**config.mk**
```make
export PLATFORM = sky130hd
export DESIGN_NAME = linear_scan_register_allocator
export DESIGN_NICKNAME = d
export VERILOG_FILES = /design/src/lsra_pkg.sv /design/src/linear_scan_register_allocator.sv /design/src/lsra_mem.sv /design/src/lsra_rot.sv
export SDC_FILE = /design/constraint.sdc
export NUM_CORES = 1
export LEC_CHECK = 0
export BUFFER_PORTS_ARGS = -buffer_cell sky130_fd_sc_hd__buf_2
export CELL_PAD_IN_SITES_DETAIL_PLACEMENT = 0
export CELL_PAD_IN_SITES_GLOBAL_PLACEMENT = 1
export CORE_MARGIN = 2
export CORE_UTILIZATION = 35
export CTS_BUF_LIST = sky130_fd_sc_hd__clkbuf_4 sky130_fd_sc_hd__clkbuf_8 sky130_fd_sc_hd__clkbuf_16
export DETAILED_ROUTE_END_ITERATION = 8
export PLACE_DENSITY = 0.58
export SLEW_MARGIN = 5
export SYNTH_ARGS = -nofsm -noshare
export SYNTH_HDL_FRONTEND = slang
export SYNTH_HIERARCHICAL = 1
export SYNTH_SLANG_ARGS = --single-unit
```
**constraint.sdc**
```tcl
create_clock -name clk -period 5.1 [get_ports clk]
set_input_delay 0.255 -clock clk [delete_from_list [all_inputs] [get_ports clk]]
set_output_delay 0.255 -clock clk [all_outputs]
set_load 0.005 [all_outputs]
```
**src/lsra_pkg.sv**
```systemverilog
// ----------------------------------------------------------------------------
// lsra_pkg
// Types and codes shared by the register allocator modules.
// ----------------------------------------------------------------------------
`timescale 1ns / 1ps
`default_nettype none

package lsra_pkg;

    localparam int ADDR_W = 6;
    localparam int REG_W  = 6;

    localparam logic [1:0] ST_REG      = 2'd0;
    localparam logic [1:0] ST_SPILL    = 2'd1;
    localparam logic [1:0] ST_UNUSED   = 2'd2;
    localparam logic [1:0] ST_CONFLICT = 2'd3;

    localparam logic [1:0] CFG_ARG_COUNT = 2'd0;
    localparam logic [1:0] CFG_ROTATE    = 2'd1;

    typedef struct packed {
        logic [15:0]      end_pos;
        logic [7:0]       var_num;
        logic [REG_W-1:0] reg_num;
    } entry_t;

    typedef struct packed {
        logic              we;
        logic [ADDR_W-1:0] waddr;
        entry_t            wdata;
        logic [ADDR_W-1:0] raddr;
    } mem_req_t;

endpackage

`default_nettype wire

```
**src/linear_scan_register_allocator.sv**
```systemverilog
// Per interval, expired entries leave the active set, the scan skips busy registers and entries shift to make room.
// One interval is handled at a time; the walks over the active set memory set how long each takes.
// A waiting result does not block acceptance of the next interval.
// Reset: asynchronous, clears the active set count, busy map, configuration and output valid.
// ----------------------------------------------------------------------------
// linear_scan_register_allocator
// Linear scan register allocation over a sorted active set held in memory.
// ----------------------------------------------------------------------------
`timescale 1ns / 1ps
`default_nettype none

module linear_scan_register_allocator #(
    parameter int NUM_REGS = 16
) (
    input  wire logic        clk,
    input  wire logic        rst_n,
    input  wire logic        s_axis_tvalid,
    output logic             s_axis_tready,
    input  wire logic [47:0] s_axis_tdata,   // interval_begin, interval_end, var_id
    input  wire logic        s_axis_tuser,   // starts_function
    output logic             m_axis_tvalid,
    input  wire logic        m_axis_tready,
    output logic [15:0]      m_axis_tdata,   // out_var, reg_index
    output logic [1:0]       m_axis_tuser,   // status
    output logic             m_axis_tlast,
    input  wire logic        cfg_valid,
    output logic             cfg_ready,
    input  wire logic [1:0]  cfg_index,
    input  wire logic [4:0]  cfg_data
);

    localparam int AW = $clog2(NUM_REGS);
    localparam int CW = $clog2(NUM_REGS + 1);
    localparam logic [CW-1:0] FULL = CW'(NUM_REGS);
    localparam logic [7:0] NV8 = 8'(NUM_REGS);

    typedef enum logic [3:0] {
        S_IDLE, S_EXP_CHK, S_DECIDE, S_SCAN, S_SPILL_CHK,
        S_INS_START, S_INS_CHK, S_INS_WR, S_EMIT
    } state_t;

    state_t state_reg;
    logic [AW-1:0] head_reg;
    logic [CW-1:0] count_reg;
    logic [CW-1:0] pos_reg;
    logic [CW-1:0] ins_pos_reg;
    logic [AW-1:0] scan_reg;
    logic [NUM_REGS-1:0] busy_reg;
    logic [4:0] arg_reg;
    logic [3:0] rot_reg;

    logic signed [16:0] beg_reg;
    logic [15:0] end_reg;
    logic [7:0]  var_reg;
    logic [AW-1:0] new_reg_reg;

    logic [7:0]    res0_var_reg, res1_var_reg;
    logic [1:0]    res0_st_reg, res1_st_reg;
    logic [AW-1:0] res0_reg_reg, res1_reg_reg;
    logic          two_reg;
    logic          sent_reg;

    logic       m_valid_reg;
    logic [7:0] m_var_reg;
    logic [1:0] m_st_reg;
    logic [3:0] m_idx_reg;
    logic       m_last_reg;

    lsra_pkg::mem_req_t req;
    lsra_pkg::entry_t   rd_data;
    lsra_pkg::entry_t   new_entry;

    logic          in_fire;
    logic          in_start;
    logic signed [16:0] in_beg;
    logic [AW-1:0] head_eff;
    logic [CW-1:0] count_eff;
    logic [AW-1:0] head_inc;
    logic [AW-1:0] rd_reg;
    logic          expire_hit;
    logic          is_fixed;
    logic          fixed_bad;
    logic          out_free;
    logic [7:0]    sel_var;
    logic [1:0]    sel_st;
    logic [AW-1:0] sel_reg;
    logic [3:0]    sel_idx;

    function automatic logic [AW-1:0] phys(input logic [AW-1:0] head, input logic [CW-1:0] pos);
        logic [AW:0] s;
        s = {1'b0, head} + (AW+1)'(pos);
        if (s >= (AW+1)'(NUM_REGS))
        begin
            s = s - (AW+1)'(NUM_REGS);
        end
        return s[AW-1:0];
    endfunction

    assign s_axis_tready = (state_reg == S_IDLE);
    assign cfg_ready     = 1'b1;
    assign in_fire       = s_axis_tvalid && s_axis_tready;
    assign in_start      = s_axis_tuser;
    assign in_beg        = s_axis_tdata[16:0];
    assign head_eff      = in_start ? '0 : head_reg;
    assign count_eff     = in_start ? '0 : count_reg;
    assign head_inc      = phys(head_reg, CW'(1));
    assign rd_reg        = rd_data.reg_num[AW-1:0];
    assign expire_hit    = $signed({1'b0, rd_data.end_pos}) < beg_reg;
    assign is_fixed      = var_reg < {3'b000, arg_reg};
    assign fixed_bad     = (var_reg >= NV8) || busy_reg[var_reg[AW-1:0]];
    assign out_free      = !m_valid_reg || m_axis_tready;

    assign new_entry.end_pos = end_reg;
    assign new_entry.var_num = var_reg;
    assign new_entry.reg_num = lsra_pkg::REG_W'(new_reg_reg);

    assign sel_var = sent_reg ? res1_var_reg : res0_var_reg;
    assign sel_st  = sent_reg ? res1_st_reg  : res0_st_reg;
    assign sel_reg = sent_reg ? res1_reg_reg : res0_reg_reg;

    lsra_rot #(.NUM_REGS(NUM_REGS)) u_rot (
        .rot       (rot_reg),
        .reg_num   (sel_reg),
        .reg_index (sel_idx)
    );

    lsra_mem #(.DEPTH(NUM_REGS)) u_mem (
        .clk     (clk),
        .req     (req),
        .rd_data (rd_data)
    );

    always_comb
    begin
        req       = '0;
        req.wdata = rd_data;
        unique case (state_reg)
            S_IDLE:
            begin
                req.raddr = lsra_pkg::ADDR_W'(head_eff);
            end
            S_EXP_CHK:
            begin
                req.raddr = lsra_pkg::ADDR_W'(head_inc);
            end
            S_DECIDE, S_INS_START:
            begin
                req.raddr = lsra_pkg::ADDR_W'(phys(head_reg, count_reg - CW'(1)));
            end
            S_INS_CHK:
            begin
                req.we    = (rd_data.end_pos >= end_reg);
                req.waddr = lsra_pkg::ADDR_W'(phys(head_reg, pos_reg + CW'(1)));
                req.raddr = lsra_pkg::ADDR_W'(phys(head_reg, pos_reg - CW'(1)));
            end
            S_INS_WR:
            begin
                req.we    = 1'b1;
                req.waddr = lsra_pkg::ADDR_W'(phys(head_reg, ins_pos_reg));
                req.wdata = new_entry;
            end
            default:
            begin
                req.raddr = '0;
            end
        endcase
    end

    always_ff @(posedge clk or negedge rst_n)
    begin
        if (!rst_n)
        begin
            state_reg   <= S_IDLE;
            head_reg    <= '0;
            count_reg   <= '0;
            busy_reg    <= '0;
            arg_reg     <= '0;
            rot_reg     <= '0;
            two_reg     <= 1'b0;
            sent_reg    <= 1'b0;
            m_valid_reg <= 1'b0;
        end
        else
        begin
            if (cfg_valid)
            begin
                if (cfg_index == lsra_pkg::CFG_ARG_COUNT)
                begin
                    arg_reg <= cfg_data;
                end
                else if (cfg_index == lsra_pkg::CFG_ROTATE)
                begin
                    rot_reg <= cfg_data[3:0];
                end
            end
            if (m_axis_tvalid && m_axis_tready && (state_reg != S_EMIT))
            begin
                m_valid_reg <= 1'b0;
            end
            unique case (state_reg)
                S_IDLE:
                begin
                    if (in_fire)
                    begin
                        beg_reg  <= in_beg;
                        end_reg  <= s_axis_tdata[32:17];
                        var_reg  <= s_axis_tdata[40:33];
                        two_reg  <= 1'b0;
                        sent_reg <= 1'b0;
                        if (in_start)
                        begin
                            head_reg  <= '0;
                            count_reg <= '0;
                            busy_reg  <= '0;
                        end
                        if (in_beg < 0)
                        begin
                            res0_var_reg <= s_axis_tdata[40:33];
                            res0_st_reg  <= lsra_pkg::ST_UNUSED;
                            res0_reg_reg <= '0;
                            state_reg    <= S_EMIT;
                        end
                        else if (count_eff == '0)
                        begin
                            state_reg <= S_DECIDE;
                        end
                        else
                        begin
                            state_reg <= S_EXP_CHK;
                        end
                    end
                end
                S_EXP_CHK:
                begin
                    if (expire_hit)
                    begin
                        busy_reg[rd_reg] <= 1'b0;
                        head_reg         <= head_inc;
                        count_reg        <= count_reg - CW'(1);
                        if (count_reg == CW'(1))
                        begin
                            state_reg <= S_DECIDE;
                        end
                    end
                    else
                    begin
                        state_reg <= S_DECIDE;
                    end
                end
                S_DECIDE:
                begin
                    res0_var_reg <= var_reg;
                    res0_reg_reg <= '0;
                    if (count_reg == FULL)
                    begin
                        state_reg <= S_SPILL_CHK;
                    end
                    else if (is_fixed)
                    begin
                        if (fixed_bad)
                        begin
                            res0_st_reg <= lsra_pkg::ST_CONFLICT;
                            state_reg   <= S_EMIT;
                        end
                        else
                        begin
                            busy_reg[var_reg[AW-1:0]] <= 1'b1;
                            new_reg_reg  <= var_reg[AW-1:0];
                            res0_st_reg  <= lsra_pkg::ST_REG;
                            res0_reg_reg <= var_reg[AW-1:0];
                            state_reg    <= S_INS_START;
                        end
                    end
                    else
                    begin
                        scan_reg  <= '0;
                        state_reg <= S_SCAN;
                    end
                end
                S_SCAN:
                begin
                    if (!busy_reg[scan_reg])
                    begin
                        busy_reg[scan_reg] <= 1'b1;
                        new_reg_reg  <= scan_reg;
                        res0_st_reg  <= lsra_pkg::ST_REG;
                        res0_reg_reg <= scan_reg;
                        state_reg    <= S_INS_START;
                    end
                    else if (scan_reg == AW'(NUM_REGS - 1))
                    begin
                        res0_st_reg <= lsra_pkg::ST_SPILL;
                        state_reg   <= S_EMIT;
                    end
                    else
                    begin
                        scan_reg <= scan_reg + AW'(1);
                    end
                end
                S_SPILL_CHK:
                begin
                    res0_st_reg <= lsra_pkg::ST_SPILL;
                    if (rd_data.end_pos > end_reg)
                    begin
                        res0_var_reg <= rd_data.var_num;
                        res1_var_reg <= var_reg;
                        res1_st_reg  <= lsra_pkg::ST_REG;
                        res1_reg_reg <= rd_reg;
                        new_reg_reg  <= rd_reg;
                        two_reg      <= 1'b1;
                        count_reg    <= count_reg - CW'(1);
                        state_reg    <= S_INS_START;
                    end
                    else
                    begin
                        state_reg <= S_EMIT;
                    end
                end
                S_INS_START:
                begin
                    if (count_reg == '0)
                    begin
                        ins_pos_reg <= '0;
                        state_reg   <= S_INS_WR;
                    end
                    else
                    begin
                        pos_reg   <= count_reg - CW'(1);
                        state_reg <= S_INS_CHK;
                    end
                end
                S_INS_CHK:
                begin
                    if (rd_data.end_pos >= end_reg)
                    begin
                        if (pos_reg == '0)
                        begin
                            ins_pos_reg <= '0;
                            state_reg   <= S_INS_WR;
                        end
                        else
                        begin
                            pos_reg <= pos_reg - CW'(1);
                        end
                    end
                    else
                    begin
                        ins_pos_reg <= pos_reg + CW'(1);
                        state_reg   <= S_INS_WR;
                    end
                end
                S_INS_WR:
                begin
                    count_reg <= count_reg + CW'(1);
                    state_reg <= S_EMIT;
                end
                S_EMIT:
                begin
                    if (out_free)
                    begin
                        m_valid_reg <= 1'b1;
                        m_var_reg   <= sel_var;
                        m_st_reg    <= sel_st;
                        m_idx_reg   <= (sel_st == lsra_pkg::ST_REG) ? sel_idx : 4'd0;
                        m_last_reg  <= !two_reg || sent_reg;
                        if (two_reg && !sent_reg)
                        begin
                            sent_reg <= 1'b1;
                        end
                        else
                        begin
                            state_reg <= S_IDLE;
                        end
                    end
                end
                default:
                begin
                    state_reg <= S_IDLE;
                end
            endcase
        end
    end

    assign m_axis_tvalid = m_valid_reg;
    assign m_axis_tdata  = {4'd0, m_idx_reg, m_var_reg};
    assign m_axis_tuser  = m_st_reg;
    assign m_axis_tlast  = m_last_reg;

endmodule

`default_nettype wire

```
**src/lsra_mem.sv**
```systemverilog
// ----------------------------------------------------------------------------
// lsra_mem
// Active set storage: one write and one registered read per cycle.
// ----------------------------------------------------------------------------
`timescale 1ns / 1ps
`default_nettype none

module lsra_mem #(
    parameter int DEPTH = 16
) (
    input  wire logic              clk,
    input  wire lsra_pkg::mem_req_t req,
    output lsra_pkg::entry_t       rd_data
);

    localparam int AW = (DEPTH > 1) ? $clog2(DEPTH) : 1;

    lsra_pkg::entry_t mem [DEPTH];

    always_ff @(posedge clk)
    begin
        if (req.we)
        begin
            mem[req.waddr[AW-1:0]] <= req.wdata;
        end
        rd_data <= mem[req.raddr[AW-1:0]];
    end

endmodule

`default_nettype wire

```
**src/lsra_rot.sv**
```systemverilog
// ----------------------------------------------------------------------------
// lsra_rot
// Rotate a register number by the offset, modulo the register count.
// ----------------------------------------------------------------------------
`timescale 1ns / 1ps
`default_nettype none

module lsra_rot #(
    parameter int NUM_REGS = 16
) (
    input  wire logic [3:0]                    rot,
    input  wire logic [$clog2(NUM_REGS)-1:0]   reg_num,
    output logic [3:0]                         reg_index
);

    localparam int RW = $clog2(NUM_REGS);
    localparam int SW = ((RW > 4) ? RW : 4) + 1;
    localparam logic [SW-1:0] NV = SW'(NUM_REGS);

    logic [SW-1:0] rot_mod;
    logic [SW-1:0] sum;

    always_comb
    begin
        rot_mod = SW'(rot);
        for (int i = 0; i < 8; i++)
        begin
            if (rot_mod >= NV)
            begin
                rot_mod = rot_mod - NV;
            end
        end
        sum = SW'(reg_num) + rot_mod;
        if (sum >= NV)
        begin
            sum = sum - NV;
        end
        reg_index = sum[3:0];
    end

endmodule

`default_nettype wire

```
==> flow_summary.toml, run 1 <==
[run_status]
run_status = "completed"

[clock_tree]
post_cts_resized = 0
cts.root.buffer_cell = "sky130_fd_sc_hd__clkbuf_16"
cts_htree_levels = 3
quantity_of_hold_fixing_buffers_added_after_cts = 48
clock_slew_at_the_register_clock_pins_of_the_worst_setup_and_hold_paths_ps = 60
tritoncts.num_buffers = 71
cts-root-to-sink-buffers = 3
postCtsSetupRepairBufs = 0
tritoncts = "done"
tritoncts_num_sinks = 616
clk_latency_ps = 620

[global_route]
grt_max_degree = 113
antenna_violations_before_repair = 0
wire_length_of_the_first_global_routing_pass_um = 96600
gr-total-overflow = 0
vias_in_the_first_global_route = 15200
grt_util_all_layers = 0.168

[power]
cellPowerDensity_nw_per_um2 = 570
total_power_mw = 17.7
ir_worst_vdd_v = 0.000522
leakage_nw = 10.9

[place]
gp_congestion = 0.876
dpl.hpwl_um = 38500
port-buffer-count = 70

[critical_path]
r2r_setup_slack_ps = 610
crit_fanout = 28
timing.critical_path.arrival_ps = 5040
worstRegToRegCells = 14
regToRegEndpoint = "u_mem/rd_data[0]"
endpoint_kind = "flip-flop"
crit_type = "reg2reg"
critPathRequiredTime_ps = 5650
reg2reg_from = "state_reg[3]"
timing.critical_path.from_type = "flip-flop"

[layout]
multi_input_comb_area_sq_um = 7670
n_antenna_cell = 0
final-seq-area_sq_um = 18000
fill_cells = 6727
final_util = 0.417
fraction_of_final_layout_cells_sized_beyond_drive_strength_1 = 0.208
growth_of_design_area_from_synthesis_to_finish_pct = 18.2
nNetsFinal = 1891
largest_register_ff_count = 448

[die]
placement_rows = 100
die_area_sq_um = 77100
design.core.area_sq_um = 74300
die_h_um = 278
initial_utilization = 0.353
ios = 83
die_width_um = 278

[drt]
final_antenna_net_count = 0
detail_route.wirelength_um = 65000
detail_route.vias_per_cell = 5.32
detailedRoute.firstPassIterationCount = 5
detail_route.iter0.violations = 1166
dr_total_vias = 14900
remaining_drc_errors = 0
wire_per_inst_um = 23.2

[sta]
final-hold-violation-count = 0
tightest_slew_ps = 1040
slew_headroom = 0.302
tcrit_tclk_final = 0.881
setup-tns-final_ps = 0
layout_min_cycle_time_ps = 4490
clock_skews_ps = 20.3
drv_slew = 0
rsz0062_at_grt = "false"
maxClockFrequency_mhz = 222
holdWs_ps = 47.6
finalSetupViolations = 0

[synthesis]
synth_area_per_cell_sq_um = 16.5
yosysWarningCount = 6
synthesis.instances = 1587
mappedNetlistArea_sq_um = 26200

[min_path]
min_path_type = "in2async"

[job]
timing.max_cap.violations = 0
critical path: stages, from the launching register on:
cell                      delay [ps]
sky130_fd_sc_hd__dfrtp_1         380
sky130_fd_sc_hd__nor2b_1         410
sky130_fd_sc_hd__nand2_1         300
sky130_fd_sc_hd__nor2_1          570
sky130_fd_sc_hd__mux2i_1         490
sky130_fd_sc_hd__ha_1            320
sky130_fd_sc_hd__a21o_1          180
sky130_fd_sc_hd__a21oi_1         230
sky130_fd_sc_hd__xor2_1          190
sky130_fd_sc_hd__a21oi_1          90
sky130_fd_sc_hd__o22ai_1         310
sky130_fd_sc_hd__and2_1          190
sky130_fd_sc_hd__buf_4           500
sky130_fd_sc_hd__a22oi_1         140
sky130_fd_sc_hd__nand2_1         110
layout make-up:
class                   instances  area share
clock buffers                 101      0.0663
clock inverters                28     0.00868
inverters                      64     0.00783
multi-input cells             831       0.247
flip-flops and latches        616       0.581
well taps                     969      0.0391
repair buffers                187      0.0496
placed cells by master, fill, tap and decap left out, drive strengths merged, types with 6 or more instances in the layout:
| cell | n |
|---|---|
| edfxtp | 547 |
| nand2 | 154 |
| buf | 139 |
| mux4 | 120 |
| clkbuf | 101 |
| nor2 | 75 |
| a22oi | 68 |
| inv | 65 |
| ha | 56 |
| a21oi | 49 |
| dlygate4sd3 | 48 |
| o21ai | 46 |
| dfrtp | 41 |
| dfxtp | 28 |
| nand3 | 24 |
| clkinv | 22 |
| mux2 | 20 |
| nor3 | 20 |
| and2 | 15 |
| nor2b | 15 |
| xnor2 | 11 |
| a21o | 11 |
| xor2 | 10 |
| and3 | 9 |
| a221o | 8 |
| a211oi | 7 |
| o22ai | 7 |
| mux2i | 6 |
worst max-delay path by stage:
stage,start,endpoint,slack [ps],cells past startpoint
after detailed placement,state_reg[3],u_mem/rd_data[25],700,14
after floorplan,state_reg[2],u_mem/mem[1][0],400,15
after global placement,state_reg[3],u_mem/rd_data[27],660,11
final,state_reg[3],u_mem/rd_data[0],610,14
after global routing,state_reg[3],u_mem/rd_data[0],260,14
after CTS,state_reg[3],u_mem/rd_data[0],640,14
power breakdown:
part / total [mW] / internal, mW / switching (mW) / leakage [nW]
clock: 5.00 / 2.98 / 2.02 / 1.16
combinational: 5.73 / 2.46 / 3.27 / 4.01
sequential: 6.95 / 6.53 / 0.414 / 5.72
total: 17.7 / 12.0 / 5.70 / 10.9
metal layers:
layer	GRT usage	vias up	wire length, um
met5	0	-	0
met4	0.0528	0	1810
met3	0.0275	122	2990
met2	0.273	397	31000
met1	0.231	7706	29200
li1	-	6650	-
through the flow:
stage	setup slack, ps	cell area (sq um)	instances
finish	605	31000	2796
global route	257	31000	2796
CTS	643	31000	2796
detailed placement	705	28200	2619
global placement	662	28200	2619
floorplan	404	26300	1590
No activity file was read; power rests on OpenSTA's default activity.
==> run 2: changes to the inputs <==
--- a/config.mk
+++ b/config.mk
@@ -5,12 +5,14 @@
 export SDC_FILE = /design/constraint.sdc
 export NUM_CORES = 1
 export LEC_CHECK = 0
+export ABC_CLOCK_PERIOD_IN_PS = 5100
 export BUFFER_PORTS_ARGS = -buffer_cell sky130_fd_sc_hd__buf_2
+export CAP_MARGIN = 25
 export CELL_PAD_IN_SITES_DETAIL_PLACEMENT = 0
 export CELL_PAD_IN_SITES_GLOBAL_PLACEMENT = 1
 export CORE_MARGIN = 2
 export CORE_UTILIZATION = 35
-export CTS_BUF_LIST = sky130_fd_sc_hd__clkbuf_4 sky130_fd_sc_hd__clkbuf_8 sky130_fd_sc_hd__clkbuf_16
+export CTS_BUF_LIST = sky130_fd_sc_hd__clkbuf_8
 export DETAILED_ROUTE_END_ITERATION = 8
 export PLACE_DENSITY = 0.58
 export SLEW_MARGIN = 5
==> run 2 against run 1 <==
Against the previous run:
- via count grew 1.3%
- clock power shrank 11%
- sequential power is essentially flat
- die area is the same
- design area shrank 0.24%
- cell count grew 3.0%
- global-route usage grew 0.21 points
- first-iteration DRC count shrank 0.17%
- combinational power is essentially flat
- critical endpoint is now u_mem/rd_data[16]
- largest cell class unchanged
- largest power group unchanged
==> flow_summary.toml, run 2 (synthesized netlist as in run 1, its figures left out) <==
[global_route]
grt_util_all_layers = 0.170
vias_in_the_first_global_route = 15500
grt_most_used_layer = "met2"
wire_length_of_the_first_global_routing_pass_um = 97700
gr-total-overflow = 0
antenna_violations_before_repair = 0
global_route.usage.met3 = 0.0328
grt_max_degree = 113
grtUsageMet2 = 0.279
globalRouteMet1Util = 0.229

[power]
leakage_nw = 11.0
cellPowerDensity_nw_per_um2 = 554
ir_worst_vdd_v = 0.000526
total_power_mw = 17.1

[sta]
finalSetupViolations = 0
tightest_slew_ps = 1020
setup-tns-final_ps = 0
holdWs_ps = 92.2
tcrit_tclk_final = 0.866
layout_min_cycle_time_ps = 4420
clock_skews_ps = 37.5
drv_slew = 0
maxClockFrequency_mhz = 226
slew_headroom = 0.314
final_critical_path_setup_slack_ps = 685
rsz0062_at_grt = "false"
final-hold-violation-count = 0

[critical_path]
critical-path-top-delay-family = "simple AND/OR/NAND/NOR gates"
worst-path-buf-inv = 1
crit_fanout = 28
timing.critical_path.depth = 14
timing.critical_path.from_type = "flip-flop"
timing.critical_path.arrival_ps = 5040
r2r_setup_slack_ps = 680
worstRegToRegCells = 14
critPathRequiredTime_ps = 5720
crit_type = "reg2reg"
endpoint_kind = "flip-flop"
slowest_delay_ps = 560
critPathSlowestCell = "sky130_fd_sc_hd__nor2_1"
critical_path.cell_chain = "nor2b_1 -> nand2_1 -> nor2_1 -> mux2i_1 -> ha_1 -> a21o_1 -> a21oi_1 -> xor2_1 -> a21oi_1 -> o22ai_1 -> and2_1 -> buf_4 -> a22oi_1 -> nand2_1"

[drt]
detail_route.iter0.violations = 1164
dr_total_vias = 15100
remaining_drc_errors = 0
detail_route.wirelength_um = 65800
final_antenna_net_count = 0
wire_per_inst_um = 22.8
detailedRoute.firstPassIterationCount = 5
detail_route.vias_per_cell = 5.23

[place]
dpl.hpwl_um = 38500
placed_area_sq_um = 28200
port-buffer-count = 70
pre_cts_slack_ps = 705
place.detailed.instances = 2619
gp_congestion = 0.876

[layout]
cell_count_final_fillers_out = 2880
largest_register_ff_count = 448
growth_of_design_area_from_synthesis_to_finish_pct = 17.9
multi_input_comb_area_sq_um = 7670
nNetsFinal = 1940
fill_cells = 6817
final_util = 0.416
final-seq-area_sq_um = 18000
layout.cells.most_common_list = "sky130_fd_sc_hd__edfxtp_1, sky130_fd_sc_hd__nand2_1, sky130_fd_sc_hd__clkbuf_8"
fraction_of_final_layout_cells_sized_beyond_drive_strength_1 = 0.211
postLayoutCellArea_sq_um = 30900
final_common_cell = "sky130_fd_sc_hd__edfxtp_1"

[min_path]
min_path_type = "in2reg"
worstHoldPathCells = 4

[die]
die_area_sq_um = 77100
initial_utilization = 0.353
design.core.area_sq_um = 74300
die_width_um = 278
placement_rows = 100
ios = 83
die_h_um = 278

[clock_tree]
clk_latency_ps = 710
cts.root.buffer_cell = "sky130_fd_sc_hd__clkbuf_8"
tritoncts = "done"
cts_htree_levels = 3
post_cts_resized = 0
postCtsSetupRepairBufs = 0
tritoncts_num_sinks = 616
clock_slew_at_the_register_clock_pins_of_the_worst_setup_and_hold_paths_ps = 60
tritoncts.num_buffers = 108
cts-root-to-sink-buffers = 3

[job]
timing.max_cap.violations = 0

[run_status]
run_status = "completed"
[run 2: cell count changes in the layout (fill, tap and decap cells not counted), sizes merged]
cell,previous run,this run
clkbuf,101,121
clkinvlp,2,1
bufinv,3,5
dlygate4sd3,48,60
inv,65,112
diode,0,2
clkinv,22,24
[run 2: cell type report]
class,count,area share
flip-flops and latches,616,0.583
repair buffers,199,0.0536
diodes,2,0.000162
clock buffers,121,0.0539
multi-input cells,831,0.248
inverters,64,0.00785
clock inverters,78,0.0149
well taps,969,0.0392
[run 2: report_power, final]
part | switching (mW) | internal, mW
Sequential | 0.415 | 6.53
Clock | 2.02 | 2.42
Combinational | 3.28 | 2.47
Total | 5.72 | 11.4
[run 2: worst min-delay path: stages]
cell and delay (ps):
sky130_fd_sc_hd__buf_2 180, sky130_fd_sc_hd__a2111oi_0 100, sky130_fd_sc_hd__a21oi_1 120, sky130_fd_sc_hd__o211ai_1 90
[run 2: repair_timing]
action,CTS,global route
hold endpoints to repair,103,0
hold buffers,60,0
endpoints found under the setup margin,0,0
[run 2: path summary, 6_finish.rpt]
kind | from | to
worst max register to register | state_reg[3] | u_mem/rd_data[16]
worst max-delay path | state_reg[3] | u_mem/rd_data[16]
worst min register to register | rot_reg[2] | rot_reg[2]
max in group asynchronous | rst_n | state_reg[0]
min in group asynchronous | rst_n | m_axis_tvalid
worst min-delay path | s_axis_tuser | count_reg[1]
[run 2: metal layers]
layer,part of all wire,up-vias
met5,0,-
met4,0.021,0
met3,0.049,105
met2,0.48,396
met1,0.45,7788
li1,-,6772
==> run 3: changes to the inputs <==
--- a/config.mk
+++ b/config.mk
@@ -6,7 +6,6 @@
 export NUM_CORES = 1
 export LEC_CHECK = 0
 export ABC_CLOCK_PERIOD_IN_PS = 5100
-export BUFFER_PORTS_ARGS = -buffer_cell sky130_fd_sc_hd__buf_2
 export CAP_MARGIN = 25
 export CELL_PAD_IN_SITES_DETAIL_PLACEMENT = 0
 export CELL_PAD_IN_SITES_GLOBAL_PLACEMENT = 1
@@ -14,7 +13,8 @@
 export CORE_UTILIZATION = 35
 export CTS_BUF_LIST = sky130_fd_sc_hd__clkbuf_8
 export DETAILED_ROUTE_END_ITERATION = 8
-export PLACE_DENSITY = 0.58
+export DONT_BUFFER_PORTS = 1
+export PLACE_DENSITY = 0.57
 export SLEW_MARGIN = 5
 export SYNTH_ARGS = -nofsm -noshare
 export SYNTH_HDL_FRONTEND = slang
==> run 3 against run 2 <==
Against the previous run:
- largest power group unchanged
- critical path depth shrank 1
- highest routed layer unchanged
- critical path type unchanged
- utilization shrank 0.75 points
- largest cell class unchanged
- clock power shrank 7.2%
==> flow_summary.toml, run 3 (synthesized netlist as in run 1, its figures left out) <==
[power]
power.clock.fraction = 0.247
internal_power_mw = 11.0
power.switching_fraction = 0.340
share_comb_of_total_power = 0.338
sequentialPowerShare = 0.416
leakage_nw = 10.7
p_sw_mw = 5.68
ir_worst_vdd_v = 0.000450
cellPowerDensity_nw_per_um2 = 550

[drt]
dr_total_vias = 14900
wire_per_inst_um = 22.9
remaining_drc_errors = 0
final_antenna_net_count = 0
detail_route.wirelength_um = 64500
detail_route.iter0.violations = 998
detail_route.vias_per_cell = 5.29
detailedRoute.firstPassIterationCount = 5

[critical_path]
critPathSlowestCell = "sky130_fd_sc_hd__dfrtp_1"
critPathRequiredTime_ps = 5710
worstRegToRegCells = 13
slowest_delay_ps = 580
crit_fanout = 112
critical_path.cell_chain = "nor2b_1 -> buf_4 -> nand2_1 -> nor2_1 -> buf_4 -> mux2i_1 -> fa_1 -> a222oi_1 -> inv_4 -> buf_12 -> mux4_2 -> a22oi_1 -> nand2_1"
crit_type = "reg2reg"
timing.critical_path.from_type = "flip-flop"
endpoint_kind = "flip-flop"
timing.critical_path.arrival_ps = 4900

[layout]
final_util = 0.409
largest_register_ff_count = 448
growth_of_design_area_from_synthesis_to_finish_pct = 15.8
layout.cells.most_common_list = "sky130_fd_sc_hd__edfxtp_1, sky130_fd_sc_hd__nand2_1, sky130_fd_sc_hd__clkbuf_8"
nNetsFinal = 1874
final_common_cell = "sky130_fd_sc_hd__edfxtp_1"
fraction_of_final_layout_cells_sized_beyond_drive_strength_1 = 0.179

[die]
placement_rows = 100
initial_utilization = 0.353
die_width_um = 278
ios = 83
design.core.area_sq_um = 74300
die_h_um = 278
die_area_sq_um = 77100

[place]
gp_congestion = 0.859
dpl.hpwl_um = 38600
port-buffer-count = 0

[global_route]
gr-total-overflow = 0
antenna_violations_before_repair = 2
grt_max_degree = 113
vias_in_the_first_global_route = 15400
grt_util_all_layers = 0.168
wire_length_of_the_first_global_routing_pass_um = 96900

[clock_tree]
tritoncts_num_sinks = 616
tritoncts.num_buffers = 104
clock_slew_at_the_register_clock_pins_of_the_worst_setup_and_hold_paths_ps = 70
post_cts_resized = 0
clk_latency_ps = 730
cts_htree_levels = 3
cts.root.buffer_cell = "sky130_fd_sc_hd__clkbuf_8"
tritoncts = "done"
cts-root-to-sink-buffers = 3

[sta]
finalSetupViolations = 0
maxClockFrequency_mhz = 233
rsz0062_at_grt = "false"
tcrit_tclk_final = 0.841
layout_min_cycle_time_ps = 4290
slew_headroom = 0.384
tightest_slew_ps = 919
drv_slew = 0
clock_skews_ps = 49.6
setup-tns-final_ps = 0
final-hold-violation-count = 0

[min_path]
min_path_type = "in2async"

[run_status]
run_status = "completed"

[job]
timing.max_cap.violations = 0
[run 3: changes by cell type in the layout (fill, tap and decap cells not counted), sizes merged]
cell,before,now
buf,139,74
clkinv,24,34
clkbuf,121,112
clkinvlp,1,0
bufinv,5,1
dlygate4sd3,60,63
[run 3: layout make-up]
type	count	area (sq um)
inverters	64	243
well taps	969	1210
clock buffers	112	1540
repair buffers	137	1280
fillers	6809	44000
diodes	2	5.00
clock inverters	83	415
multi-input cells	831	7650
flip-flops and latches	616	18000
[run 3: final timing paths]
path | startpoint | endpoint | slack, ps
max in group asynchronous | rst_n | head_reg[2] | 4790
setup / recovery | state_reg[2] | u_mem/rd_data[23] | 810
min in group clk | s_axis_tvalid | count_reg[1] | 90
hold / removal | rst_n | busy_reg[1] | 70
setup reg to reg | state_reg[2] | u_mem/rd_data[23] | 810
hold reg to reg | arg_reg[0] | arg_reg[0] | 520
[run 3: metrics by stage]
stage	area (sq um)	hold WS [ps]	setup slack [ps]	std cells	power [mW]
2_1_floorplan	26300	-40.6	404	1590	11.1
3_3_place_gp	27700	-38.8	985	2553	12.6
3_5_place_dp	27700	-38.6	907	2553	12.7
4_1_cts	30400	16.8	861	2812	17.0
5_1_grt	30400	39.8	564	2814	17.7
6_report	30400	67.3	813	2814	16.7
[run 3: timing repair]
item / in CTS / in global routing
setup buffers: 0 / 0
hold endpoints to repair: 135 / 0
hold buffers: 64 / 0
[run 3: power by group through the flow]
stage / Combinational, mW / Sequential (mW) / Clock, mW
floorplan: 4.30 / 6.80 / 0
global placement: 5.59 / 7.04 / 0
detailed placement: 5.66 / 7.04 / 0
CTS: 5.74 / 6.94 / 4.27
global route: 6.21 / 6.99 / 4.47
finish: 5.64 / 6.94 / 4.12
[run 3: critical path: cells and delay by family (launching register included)]
family	cells	cell delay (ps)
muxes	2	850
AOI/OAI and AO/OA	2	790
and+or+nand+nor	4	620
DFF	1	580
buffers and inverters	4	640
adders and majority gates	1	500
[run 3: routing by layer]
layer | routed length [um] | track usage | vias to the layer above
li1 | - | - | 6633
met1 | 28300 | 0.223 | 7676
met2 | 30300 | 0.273 | 430
met3 | 3680 | 0.0339 | 151
met4 | 2180 | 0.0614 | 0
met5 | 0 | 0 | -
